**src/pbfs_pkg.sv**
```systemverilog
// shared types and constants for the packet buffer free stack
package pbfs_pkg;

	// field widths
	localparam int ADDR_W    = 48;
	localparam int SIZE_W    = 22;
	localparam int ENTRIES_W = 13;
	localparam int INDEX_W   = 12;
	localparam int COUNT_W   = 6;
	localparam int GRANT_W   = 7;
	localparam int OP_W      = 2;
	localparam int CFG_IDX_W = 2;
	localparam int PROD_W    = INDEX_W + SIZE_W;

	// operation codes
	localparam logic [OP_W-1:0] OP_INIT  = 2'd0;
	localparam logic [OP_W-1:0] OP_ALLOC = 2'd1;
	localparam logic [OP_W-1:0] OP_FREE  = 2'd2;

	// configuration register indexes
	localparam logic [CFG_IDX_W-1:0] REG_BASE    = 2'd0;
	localparam logic [CFG_IDX_W-1:0] REG_SIZE    = 2'd1;
	localparam logic [CFG_IDX_W-1:0] REG_ENTRIES = 2'd2;

	// buffer size used when the register holds zero
	localparam logic [SIZE_W-1:0] DEFAULT_BUFFER_SIZE = 22'd2048;

	// controller states
	typedef enum logic [1:0] {
		ST_IDLE,
		ST_INIT,
		ST_ALLOC
	} state_t;

	// one pop (or empty grant) travelling down the address pipeline
	typedef struct packed {
		logic               valid;
		logic               grant_valid;
		logic               last;
		logic               short_grant;
		logic [GRANT_W-1:0] granted;
	} pop_tok_t;

endpackage

```
**src/pbfs_addr_pipe.sv**
```systemverilog
// address pipeline: index times buffer size, then plus base, into the result registers
module pbfs_addr_pipe (
	input  logic                          clk,
	input  logic                          arst_n,
	input  pbfs_pkg::pop_tok_t            tok_s1,
	input  logic [pbfs_pkg::INDEX_W-1:0]  rdata,
	input  logic [pbfs_pkg::ADDR_W-1:0]   base_address,
	input  logic [pbfs_pkg::SIZE_W-1:0]   buffer_size,
	output logic                          result_strobe,
	output logic [pbfs_pkg::ADDR_W-1:0]   buffer_address,
	output logic [pbfs_pkg::INDEX_W-1:0]  buffer_index,
	output logic [pbfs_pkg::COUNT_W-1:0]  granted_count,
	output logic                          grant_valid,
	output logic                          short_grant,
	output logic                          last_result
);

	pbfs_pkg::pop_tok_t               tok_s2;
	logic [pbfs_pkg::INDEX_W-1:0]     idx_s1;
	logic [pbfs_pkg::INDEX_W-1:0]     idx_s2;
	logic [pbfs_pkg::PROD_W-1:0]      prod_s2;

	logic                             strobe_q;
	logic [pbfs_pkg::ADDR_W-1:0]      addr_q;
	logic [pbfs_pkg::INDEX_W-1:0]     index_q;
	logic [pbfs_pkg::COUNT_W-1:0]     count_q;
	logic                             gvalid_q;
	logic                             short_q;
	logic                             last_q;

	// empty grants carry index zero
	assign idx_s1 = tok_s1.grant_valid ? rdata : '0;

	// stage 2: offset product
	always_ff @(posedge clk or negedge arst_n) begin
		if (!arst_n) begin
			tok_s2 <= '0;
		end else begin
			tok_s2 <= tok_s1;
		end
	end

	always_ff @(posedge clk) begin
		idx_s2  <= idx_s1;
		prod_s2 <= pbfs_pkg::PROD_W'(idx_s1) * pbfs_pkg::PROD_W'(buffer_size);
	end

	// stage 3: base add and result registers
	always_ff @(posedge clk or negedge arst_n) begin
		if (!arst_n) begin
			strobe_q <= 1'b0;
		end else begin
			strobe_q <= tok_s2.valid;
		end
	end

	always_ff @(posedge clk) begin
		addr_q   <= tok_s2.grant_valid ?
			(base_address + pbfs_pkg::ADDR_W'(prod_s2)) : '0;
		index_q  <= idx_s2;
		count_q  <= pbfs_pkg::COUNT_W'(tok_s2.granted);
		gvalid_q <= tok_s2.grant_valid;
		short_q  <= tok_s2.short_grant;
		last_q   <= tok_s2.last;
	end

	assign result_strobe  = strobe_q;
	assign buffer_address = addr_q;
	assign buffer_index   = index_q;
	assign granted_count  = count_q;
	assign grant_valid    = gvalid_q;
	assign short_grant    = short_q;
	assign last_result    = last_q;

endmodule

```
**config.mk**
```make
export PLATFORM = sky130hd
export DESIGN_NAME = pbfs_addr_pipe
export DESIGN_NICKNAME = d
export VERILOG_FILES = /design/src/pbfs_pkg.sv /design/src/pbfs_addr_pipe.sv
export SDC_FILE = /design/constraint.sdc
export NUM_CORES = 1
export LEC_CHECK = 0
export ABC_AREA = 1
export BUFFER_PORTS_ARGS = -buffer_cell sky130_fd_sc_hd__buf_2
export CELL_PAD_IN_SITES_DETAIL_PLACEMENT = 2
export CELL_PAD_IN_SITES_GLOBAL_PLACEMENT = 2
export CORE_UTILIZATION = 31
export CTS_CLUSTER_SIZE = 8
export DETAILED_ROUTE_END_ITERATION = 8
export GPL_TIMING_DRIVEN = 0
export HOLD_SLACK_MARGIN = 0.1
export PLACE_DENSITY_LB_ADDON = 0.1
export REMOVE_ABC_BUFFERS = 1
export SLEW_MARGIN = 20
export SYNTH_ARGS = -nofsm -noshare
export SYNTH_HDL_FRONTEND = slang
export SYNTH_SLANG_ARGS = --single-unit
```
**constraint.sdc**
```tcl
create_clock -name clk -period 1.7 [get_ports clk]
set_clock_uncertainty 0.05 [all_clocks]
set_input_delay 0.085 -clock clk [delete_from_list [all_inputs] [get_ports clk]]
set_output_delay 0.085 -clock clk [all_outputs]
set_load 0.005 [all_outputs]
```
==> out/results.md <==
* finished, violations left — run status
* DRC, setup timing — failing checks
* 285% — fin crit share
* -4.67 ns — worst-case setup slack after placement
* prod_s2[7] — startpoint of the worst-slack reg-to-reg timing path
* 79 — standard-cell rows
* 34 — largest net degree at the start of global routing
* 17 — number of buffers created by CTS
* 44.8 mm — DR WL met2
* 5.11 — vias per cell
* 14,800 um^2 — total standard cell area after synthesis
* input pin to flip-flop — Setup CP Type
* 37 — synth unique cells
* 44.8% — share of layout cells above drive strength 1
* 46,800 um^2 — core area
* 9.9% — share of power burned in the clock network
* 11.6 nW — leakage power of the design
* 0 — number of enable flip-flop cells after synthesis
* 2 — Longest Clk Path Bufs
* 7 — number of detailed-routing iterations run before antenna repair
* 0 — warning count from the yosys run
* 126 — register bit count reported by yosys
* 29.2% — global routing usage summed across all routing layers
* -0.43 ns — internal reg-to-reg setup slack
* 13,700 um^2 — area used by multi-input combinational logic
* 2.52 mm — met3 WL post-DR
* 36.3% — adder-cell share of the synthesized area
* 0.844 — last weighted congestion value of the routability-driven placer
* 20.5 mW — net switching power figure
* met4 — uppermost metal layer occupied by signal nets
* yes — RSZ-0062 raised after global routing
* 0 — grt ovf
* 12 — logic depth of the worst register-to-register path
* clkbuf_16 — Clock Root Buffer
* 2.07 ns — required time reported for the critical path endpoint
* 58 — post-cts hold buffer count
* 72 — # setup viols final
* 83.2 mm — wirelength, routed
* -3.15 ns — post-route worst setup slack
* 8.73% — ys async rst share
* 163 — IO buf count
* 0.519 ns — actual slew at the worst max-slew pin
* 26.7 um — wire per inst
* 39.2 mW — sum of internal, switching and leakage power
* 9 — crit path buf inv count
* 49.9% — utilization of the core after routing
* 0.06 ns — clock-pin transition on the worst setup and hold timing paths
* 58.2% — layout overhead on the synthesized area
* 104 mm — wire length of the first global-routing pass
* 5.22 ns — critical path data arrival time
* 14 — Residual DRC
* 1.54% — xor and xnor area share after synthesis
* buf_16 -> nand2_8 -> clkinvlp_4 -> buf_4 -> nand2_1 -> fa_1 -> inv_2 -> fa_1 -> inv_2 -> fa_1 -> inv_2 -> fa_1 -> inv_2 -> fa_1 -> inv_2 -> ha_4 -> nand2_4 -> nor2_4 -> nand2_2 -> inv_2 -> nand4_1 -> nand3_1 -> nand2_1 -> nand2_1 — series of cell instances along the critical path
* buffer_address[38] — critical register-to-register path endpoint
* 1 — initial antenna violation count
* 220 um — Die Y
* 5.32% — compound-cell area share of the yosys netlist
* 0 — number of max-cap violations
* 18.7 mW — Internal Power
* 0 — Final Hold Fails
* 30.0 mm — met1 layer wirelength in the final routing
* 0 — DRT antenna net count
* 2620 um^2 — sequential cell area
* 126 — number of sinks handled by clock tree synthesis
* fa_1 — cell with the largest stage delay on the worst path
* inv_2 — Critical Path Most Common Cell
* dfxtp_1 — Synth Flop Type
* 2,058 — Gate Count Post-Synth
* buffer_address[1] — hold path endpoint
* 23,300 um^2 — Final Cell Area
* 4 — maximum level of the CTS H-tree
* 0.57 ns — crit-path max cell delay
* -88.41 ns — accumulated negative setup slack
* 2,897 — number of nets in the layout
* 15,900 — detailed-route via count
* adder cells — cell type group with the largest total delay on the critical path
* 4 — number of stages on the worst hold path
* 4,994 — number of fillers in the final layout
* done — clock tree from TritonCTS
* 17.5% — sequential area share after synthesis
* 48,500 um^2 — area of the die
* 4.85 ns — minimum clock period after layout
* input pin — launching element type of the critical path
* 1680 nW/um^2 — power density over cell area
* 78.9% — Comb power frac
* 45.3 mm — total half-perimeter wirelength after legalization and detailed placement
* 11.2% — sequential cell fraction of total power
* 3,116 — final instance count without filler cells
* 52.3% — switching share of power
* 0.0190 ns — Final Hold Slack
* 165 — number of placed I/O pins
* 0 — number of max-slew violations in the final report
* 2,787 — cell count after placement
* 18,000 — vias in the first global route
* 206 MHz — Max Clock Freq
* base_address[1] — hold path startpoint
* 0% — multiplexer share of the synthesized area
* 220 um — Die W
* flip-flop — sort of element at the end of the critical path
* 5 — maximum fanout along the worst path
* 65.0% — worst slew margin relative to its limit
* 697 — Iter 0 DRT Violations
* 1.19 mV — highest ir drop seen on vdd
* 26.1% — simple-gate share of the synthesized area
* 0.49 ns — Clk Latency, worst-skew pair
* input pin to flip-flop — type of the tightest min-delay check
* 16,200 um^2 — post-place instance area
* 31.6% — Initial Util
* adder cells — largest family of logic cells by synthesized area
* 7.17 um^2 — mean area per synthesized cell
-- worst max path at each step --
stage          startpoint     endpoint  cells after the start
2_1_floorplan   tok_s1[9]  prod_s2[33]                     22
3_3_place_gp    tok_s1[9]  prod_s2[33]                     20
3_5_place_dp    tok_s1[9]  prod_s2[33]                     20
4_1_cts         tok_s1[9]  prod_s2[30]                     20
5_1_grt         tok_s1[9]  prod_s2[28]                     24
6_report        tok_s1[9]  prod_s2[28]                     24
-- worst min-delay path: stages --
cell,delay (ns)
buf_2,0.12
inv_1,0.08
fa_2,0.20
nor2_1,0.04
-- cell type report --
type | count | area share (%)
diodes | 1 | 0.0107
clock buffers | 23 | 2.13
clock inverters | 9 | 0.466
inverters | 478 | 8.11
multi-input cells | 1412 | 58.9
flip-flops and latches | 126 | 11.2
well taps | 607 | 3.25
repair buffers | 453 | 15.7
repair inverters | 7 | 0.225
-- layer usage --
metal | vias up | track usage, %
met5 | - | 0
met4 | 0 | 15.1
met3 | 277 | 4.37
met2 | 456 | 55.4
met1 | 8222 | 31.0
li1 | 6958 | -
-- state kept, by name (all words and copies together), names as in the netlist, 6 cells and up --
signal	flops
buffer_address	48
buffer_index	12
granted_count	6
idx_s2	12
prod_s2	34
tok_s2	10
-- cells in the mapped netlist (10+ instances only) --
master / count / area, um^2
fa_1: 201 / 4020
o21ai_0: 39 / 195
ha_1: 106 / 1330
nor2_2: 20 / 125
nand2_1: 564 / 2120
inv_1: 462 / 1730
nor2_1: 223 / 837
a21oi_1: 89 / 445
nand2_2: 22 / 138
xor2_1: 22 / 193
nand3_1: 54 / 270
dfxtp_1: 115 / 2300
nand4_1: 13 / 81.3
dfrtp_1: 11 / 275
clkbuf_1: 35 / 131
inv_2: 12 / 45.0
nor3_1: 10 / 50.1
-- placed cells by master, fill, tap and decap left out, types with 6 or more instances in the layout --
master / count
buf_6: 65
a21o_1: 6
ha_4: 61
o21ai_4: 10
dlygate4sd3_1: 56
buf_2: 159
dfxtp_1: 90
fa_2: 23
nand2_2: 119
nor3_4: 7
dfxtp_2: 23
nand3_4: 15
nand2_4: 87
inv_2: 89
o21ai_2: 17
xor2_2: 7
nor2_2: 30
nor2_4: 46
clkinvlp_4: 21
nor2_1: 171
nand3_2: 27
clkbuf_16: 17
nand2_8: 19
dfrtp_1: 10
a21oi_4: 28
ha_1: 45
inv_4: 9
nand4_1: 13
xor2_1: 15
inv_1: 366
buf_12: 18
nand3_1: 16
buf_4: 149
o21a_1: 6
fa_1: 178
nand2_1: 361
a21oi_2: 40
a21oi_1: 21
o21ai_1: 11
-- kinds of logic after synthesis --
group	Yosys count
AOI/OAI and AO/OA	147
xor gates and xnor gates	26
adders and majority gates	307
buffers and inverters	520
DFF	126
and+or+nand+nor	932
-- power by group through the flow --
stage | clock, mW | sequential, mW | combinational [mW]
after global routing | 4.07 | 4.48 | 32.5
after CTS | 3.95 | 4.35 | 22.9
after detailed placement | 0 | 4.17 | 14.3
final | 3.89 | 4.41 | 31.0
after floorplan | 0 | 4.13 | 9.56
after global placement | 0 | 4.16 | 13.8
-- timing repair --
item | in CTS | in global routing
pin swaps | 231 | 223
setup buffers | 145 | 92
resized for setup | 670 | 357
endpoints found under the setup margin | 74 | 77
endpoints found under the hold margin | 69 | 1
gates cloned | 9 | 0
Note: power is estimated with default switching activity, not from simulation.
