[config.mk]
export PLATFORM = sky130hd
export DESIGN_NAME = pbfs_ctrl
export DESIGN_NICKNAME = d
export VERILOG_FILES = /design/src/pbfs_pkg.sv /design/src/pbfs_ctrl.sv
export SDC_FILE = /design/constraint.sdc
export NUM_CORES = 1
export LEC_CHECK = 0
export ABC_AREA = 0
export BUFFER_PORTS_ARGS = -buffer_cell sky130_fd_sc_hd__buf_2
export CELL_PAD_IN_SITES_DETAIL_PLACEMENT = 1
export CELL_PAD_IN_SITES_GLOBAL_PLACEMENT = 1
export CORE_MARGIN = 5
export CORE_UTILIZATION = 37
export CTS_CLUSTER_SIZE = 25
export DETAILED_ROUTE_END_ITERATION = 8
export HOLD_SLACK_MARGIN = 0.08
export PLACE_DENSITY = 0.84
export SYNTH_ARGS = -nofsm -noshare
export SYNTH_HDL_FRONTEND = slang
export SYNTH_SLANG_ARGS = --single-unit
export TNS_END_PERCENT = 100
[constraint.sdc]
create_clock -name clk -period 2.9 [get_ports clk]
set_input_delay 0.145 -clock clk [delete_from_list [all_inputs] [get_ports clk]]
set_output_delay 0.145 -clock clk [all_outputs]
set_load 0.005 [all_outputs]
[src/pbfs_pkg.sv]
// shared types and constants for the packet buffer free stack
package pbfs_pkg;

	// field widths
	localparam int ADDR_W    = 48;
	localparam int SIZE_W    = 22;
	localparam int ENTRIES_W = 13;
	localparam int INDEX_W   = 12;
	localparam int COUNT_W   = 6;
	localparam int GRANT_W   = 7;
	localparam int OP_W      = 2;
	localparam int CFG_IDX_W = 2;
	localparam int PROD_W    = INDEX_W + SIZE_W;

	// operation codes
	localparam logic [OP_W-1:0] OP_INIT  = 2'd0;
	localparam logic [OP_W-1:0] OP_ALLOC = 2'd1;
	localparam logic [OP_W-1:0] OP_FREE  = 2'd2;

	// configuration register indexes
	localparam logic [CFG_IDX_W-1:0] REG_BASE    = 2'd0;
	localparam logic [CFG_IDX_W-1:0] REG_SIZE    = 2'd1;
	localparam logic [CFG_IDX_W-1:0] REG_ENTRIES = 2'd2;

	// buffer size used when the register holds zero
	localparam logic [SIZE_W-1:0] DEFAULT_BUFFER_SIZE = 22'd2048;

	// controller states
	typedef enum logic [1:0] {
		ST_IDLE,
		ST_INIT,
		ST_ALLOC
	} state_t;

	// one pop (or empty grant) travelling down the address pipeline
	typedef struct packed {
		logic               valid;
		logic               grant_valid;
		logic               last;
		logic               short_grant;
		logic [GRANT_W-1:0] granted;
	} pop_tok_t;

endpackage

[src/pbfs_ctrl.sv]
// stack controller: top of stack, init sweep, push on free and pop sequencing
module pbfs_ctrl #(
	parameter int POOL_DEPTH = 4096,
	parameter int MAX_BATCH  = 32,
	parameter int AW         = 12,
	parameter int TW         = 13,
	parameter int CW         = 13
) (
	input  logic                            clk,
	input  logic                            arst_n,
	input  logic                            start,
	output logic                            busy,
	input  logic [pbfs_pkg::OP_W-1:0]       operation,
	input  logic [pbfs_pkg::COUNT_W-1:0]    request_count,
	input  logic [pbfs_pkg::INDEX_W-1:0]    freed_index,
	input  logic [pbfs_pkg::ENTRIES_W-1:0]  pool_entries,
	output logic [TW-1:0]                   stack_top,
	output logic                            ram_we,
	output logic [AW-1:0]                   ram_waddr,
	output logic [pbfs_pkg::INDEX_W-1:0]    ram_wdata,
	output logic                            ram_re,
	output logic [AW-1:0]                   ram_raddr,
	output pbfs_pkg::pop_tok_t              tok_s1
);

	pbfs_pkg::state_t state_q, state_d;

	logic [TW-1:0]                      top_q, top_d, top_m1;
	logic [TW-1:0]                      fill_q, fill_d, fill_p1;
	logic [pbfs_pkg::GRANT_W-1:0]       remain_q, remain_d;
	logic [pbfs_pkg::GRANT_W-1:0]       granted_q, granted_d;
	logic                               short_q, short_d;
	pbfs_pkg::pop_tok_t                 tok_d;

	logic                               accept;
	logic [CW-1:0]                      limit;
	logic [pbfs_pkg::GRANT_W-1:0]       want;
	logic [pbfs_pkg::GRANT_W-1:0]       grant;
	logic                               grant_short;
	logic                               push_ok;

	assign busy      = (state_q != pbfs_pkg::ST_IDLE);
	assign accept    = start && !busy;
	assign stack_top = top_q;
	assign top_m1    = top_q - TW'(1);
	assign fill_p1   = fill_q + TW'(1);

	// pool size in use, clamped to the storage depth
	assign limit = (CW'(pool_entries) > CW'(POOL_DEPTH)) ? CW'(POOL_DEPTH) : CW'(pool_entries);

	// batch clamp, then clamp to the free count
	assign want = (pbfs_pkg::GRANT_W'(request_count) > pbfs_pkg::GRANT_W'(MAX_BATCH)) ?
		pbfs_pkg::GRANT_W'(MAX_BATCH) : pbfs_pkg::GRANT_W'(request_count);
	assign grant = (CW'(top_q) < CW'(want)) ? pbfs_pkg::GRANT_W'(top_q) : want;
	assign grant_short = (grant < pbfs_pkg::GRANT_W'(request_count));

	// push only with room below the pool size and an index inside the pool
	assign push_ok = (CW'(top_q) < limit) && (CW'(freed_index) < limit);

	// next state
	always_comb begin
		state_d = state_q;
		case (state_q)
			pbfs_pkg::ST_IDLE: begin
				if (accept && operation == pbfs_pkg::OP_INIT && limit != '0) begin
					state_d = pbfs_pkg::ST_INIT;
				end else if (accept && operation == pbfs_pkg::OP_ALLOC && grant != '0) begin
					state_d = pbfs_pkg::ST_ALLOC;
				end
			end
			pbfs_pkg::ST_INIT: begin
				if (fill_p1 == top_q) begin
					state_d = pbfs_pkg::ST_IDLE;
				end
			end
			pbfs_pkg::ST_ALLOC: begin
				if (remain_q == pbfs_pkg::GRANT_W'(1)) begin
					state_d = pbfs_pkg::ST_IDLE;
				end
			end
			default: begin
				state_d = pbfs_pkg::ST_IDLE;
			end
		endcase
	end

	// memory accesses and datapath updates
	always_comb begin
		ram_we    = 1'b0;
		ram_waddr = top_q[AW-1:0];
		ram_wdata = freed_index;
		ram_re    = 1'b0;
		ram_raddr = top_m1[AW-1:0];
		top_d     = top_q;
		fill_d    = fill_q;
		remain_d  = remain_q;
		granted_d = granted_q;
		short_d   = short_q;
		tok_d     = '0;
		case (state_q)
			pbfs_pkg::ST_IDLE: begin
				if (accept) begin
					case (operation)
						pbfs_pkg::OP_INIT: begin
							top_d  = TW'(limit);
							fill_d = '0;
						end
						pbfs_pkg::OP_FREE: begin
							if (push_ok) begin
								ram_we = 1'b1;
								top_d  = top_q + TW'(1);
							end
						end
						pbfs_pkg::OP_ALLOC: begin
							granted_d = grant;
							remain_d  = grant;
							short_d   = grant_short;
							// nothing granted: a single empty result
							if (grant == '0) begin
								tok_d.valid       = 1'b1;
								tok_d.grant_valid = 1'b0;
								tok_d.last        = 1'b1;
								tok_d.short_grant = grant_short;
								tok_d.granted     = '0;
							end
						end
						default: begin
						end
					endcase
				end
			end
			pbfs_pkg::ST_INIT: begin
				ram_we    = 1'b1;
				ram_waddr = fill_q[AW-1:0];
				ram_wdata = pbfs_pkg::INDEX_W'(fill_q);
				fill_d    = fill_p1;
			end
			pbfs_pkg::ST_ALLOC: begin
				ram_re            = 1'b1;
				top_d             = top_m1;
				remain_d          = remain_q - pbfs_pkg::GRANT_W'(1);
				tok_d.valid       = 1'b1;
				tok_d.grant_valid = 1'b1;
				tok_d.last        = (remain_q == pbfs_pkg::GRANT_W'(1));
				tok_d.short_grant = short_q;
				tok_d.granted     = granted_q;
			end
			default: begin
			end
		endcase
	end

	// control registers
	always_ff @(posedge clk or negedge arst_n) begin
		if (!arst_n) begin
			state_q  <= pbfs_pkg::ST_IDLE;
			top_q    <= '0;
			fill_q   <= '0;
			remain_q <= '0;
			tok_s1   <= '0;
		end else begin
			state_q  <= state_d;
			top_q    <= top_d;
			fill_q   <= fill_d;
			remain_q <= remain_d;
			tok_s1   <= tok_d;
		end
	end

	// batch attributes held for the pops
	always_ff @(posedge clk) begin
		granted_q <= granted_d;
		short_q   <= short_d;
	end

endmodule

==> results.md <==
- Post-route ant nets: 0
- Initial antenna violation count: 0
- Worst slew margin: roughly a third
- Fin util: between 40% and 50%
- # IOs: between 90 and 100
- Largest net degree at the start of global routing: 39
- LEAKAGE: between 2 and 3 nW
- Final setup fails: 13
- Clock Tree Buf Depth: 2
- Design area: ~0.0059 mm^2
- Sequential cell area fraction in the yosys report: 30.20%
- Die width: roughly 120 um
- Max incr delay on CP: roughly 530 ps
- Initial core utilization: a little under two fifths
- CP max FO: 8
- Final worst slack: -84.86 ps
- Synth cell types: 60
- IR drop worst, VDD: roughly 0.37 mV
- Half-perimeter wire length after placement: between 10 and 15 mm
- Placed Instance Area: 0.005475 mm^2
- CTS H-tree lvls: 2
- PortBufs: just under 100
- Final Hold Fails: 0
- Clock root buffer: clkbuf_16
- RSZ-0062 raised after global routing: yes
- Reg clk slew, reported paths: 80 ps
- Starting DRT DRC Count: ~370
- Required time worst endpoint: just over 3000 ps
- # DRC: 0
- Met3 usage: 3.157%
- Outcome: finished with violations
- Syn avg cell area: about 7.8 um^2
- Nets: about 790
- FP Rows: 40
- Drt pass-1 iters: 4
- Peak Freq: approximately 340 MHz
- Arrival @ worst endpoint: approximately 3200 ps
- Fin crit period: about 3000 ps
- CTS Buf Count: 5
- GRT Total Usage: between 20% and 30%
- Post-synth ARST share: between 80% and 90%
- Clock Latency Late Sink: around 300 ps
- N_diodes: 0
- YS warnings: 0
- Area grow syn2layout: 27.24%
- Die ar.: between 0.01 and 0.015 mm^2
- Ratio of cells with drive above 1 in the final layout: 26.32%
- Vias in the first global route: 5368
- WHS: between 200 and 300 ps
- Final period utilization: 102.9%
- Clk sinks: 54
- GP Congestion: 0.9701
- Top Usage Layer GRT: met2
- Tot Pwr: between 5 and 6 mW
- PD cells: just over 900 mW/mm^2
- Post-Layout Cell Count: ~890
- Startpoint types: primary input
- Vias post-DR: around 5100
- CTS tree: built
- Most frequent cells in the layout: nand2_1, buf_2, buf_4
- DRT Wirelength: between 15 and 20 mm
- Met1 Use GR: ~29%
- Worst slew pin tran: 1007 ps
- Avg WL per Cell: roughly 20 um
- Vias/cell: approximately 5.8
- Hold/Removal Path Class: in -> reg
- Post-Syn Area: approximately 0.0046 mm^2
- Failing checks: negative setup slack
- Die Y-Extent: roughly 120 um
- MaxCap Viol Count: 0
- Slowest CP cell: or4b_1
- Worst setup path category: in -> reg
- Core area: 0.01211 mm^2
- Final slew viol count: 0
- Cells after Synth: 594
- Main synth FF type: dfrtp_1
- Total gr overflow: 0
- Post-synth EDFFs: 8
- Most common cell after layout, fill and taps aside: nand2_1
- First-pass GRT wire length: about 27 mm
- Grt met2 use: roughly 40%
- Synthesized Nets: 668
- Critical Path End Type: register
- Placed cells: between 800 and 900
- Worst path cell trace: buf_2 -> inv_1 -> nand2_1 -> ha_1 -> or4b_1 -> a221oi_2 -> o32ai_1 -> or4b_4 -> buf_6 -> a21oi_4 -> buf_12 -> mux2i_1 -> o21ai_1
- Skew final: about 12 ps
- Synthesis-stage register bit count: 54
layer usage:
layer / up-vias / share of wire (%)
met2: 174 / 51
met1: 2553 / 41
li1: 2367 / -
met4: 0 / 3.4
met5: - / 0
met3: 48 / 5.2
cells in the mapped netlist, drive strengths merged (2+ instances only):
master	instances	share of area, %
a211oi	2	0.33
a21o	5	0.81
a21oi	36	4.2
a221o	3	0.65
a221oi	3	0.98
a22oi	2	0.33
a31oi	7	0.95
and2	2	0.27
and3	16	2.2
and4	4	0.76
buf	7	1.2
clkbuf	29	2.6
dfrtp	46	25
edfxtp	8	5.2
ha	38	10
inv	19	1.5
mux2i	9	2.0
nand2	129	11
nand2b	4	0.54
nand3	19	2.1
nand3b	3	0.49
nand4	6	0.81
nor2	42	3.4
nor2b	3	0.41
nor3	12	1.3
nor4	7	0.95
o2111a	3	0.73
o2111ai	2	0.38
o211ai	4	0.65
o21ai	54	5.9
o221ai	2	0.38
o22a	3	0.57
o22ai	2	0.27
o311ai	3	0.57
o31a	3	0.57
o31ai	5	0.81
or2	3	0.41
or3	5	0.68
or4b	3	0.73
xnor2	20	3.8
xor2	11	2.1
cell families (layout without fill, tap and decap cells):
logic type / count (synthesis) / after routing / synth area share [%]
AOI/OAI and AO/OA: 145 / 145 / 20.15
xor gates and xnor gates: 31 / 31 / 5.894
adders and majority gates: 38 / 38 / 10.32
buffers and inverters: 55 / 179 / 5.350
DFF: 54 / 54 / 30.20
muxes: 9 / 9 / 1.956
other: 1 / 1 / 0.08140
and+or+nand+nor: 261 / 261 / 26.05
final cells by class:
type	instances	area [um^2]
clock buffer	5	125.1
clock inverter	3	28.78
fill	1551	6250
inverter	19	71.32
multi-input combinational	485	3092
sequential	54	1395
tap	168	210.2
timing repair buffer	152	939.7
report_power, final:
group	internal, mW	switching [mW]
Sequential	0.988	0.335
Combinational	1.46	1.91
Clock	0.333	0.333
flip-flops by register name (all words and copies together) (netlist names):
signal and count:
remain_q 7, short_q 1, state_q 2, stack_top 13
tok_s1 11, granted_q 7, fill_q 13
stage by stage:
step | setup TNS [ps] | setup slack (ps)
2_1_floorplan | 0 | 18.28
3_5_place_dp | -129.2 | -40.36
6_report | -580.8 | -84.86
3_3_place_gp | 0 | 89.33
4_1_cts | -245.7 | -51.27
5_1_grt | -1968 | -183.6
worst max-delay path: cells and delay by family:
| family | cells | cell delay [ps] |
|---|---|---|
| adder cells (fa/ha/maj) | 1 | 300 |
| AO/OA/AOI/OAI | 4 | 670 |
| AND/OR/NAND/NOR | 3 | 1270 |
| multiplexers | 1 | 200 |
| buffers and inverters | 4 | 560 |
timing repair:
item / 4_1_cts / 5_1_grt
hold buffers: 1 / 0
pin swaps: 2 / 16
endpoints found under the setup margin: 1 / 17
setup buffers: 3 / 6
hold endpoints to repair: 37 / 0
cloned: 0 / 1
resized for setup: 6 / 34
path summary, 6_finish.rpt:
kind / start / endpoint / slack (ps) / cells past startpoint
setup reg to reg: stack_top[1]$_DFFE_PN0P_ / stack_top[4]$_DFFE_PN0P_ / -50 / 10
max in group asynchronous: arst_n / tok_s1[1]$_DFF_PN0_ / 1660 / 3
hold / removal: pool_entries[7] / stack_top[7]$_DFFE_PN0P_ / 260 / 3
setup / recovery: pool_entries[12] / stack_top[4]$_DFFE_PN0P_ / -80 / 13
min in group asynchronous: arst_n / remain_q[4]$_DFFE_PN0P_ / 550 / 2
hold reg to reg: granted_q[6]$_DFFE_PP_ / tok_s1[6]$_DFF_PN0_ / 480 / 1
(Power assumes the default switching activity.)
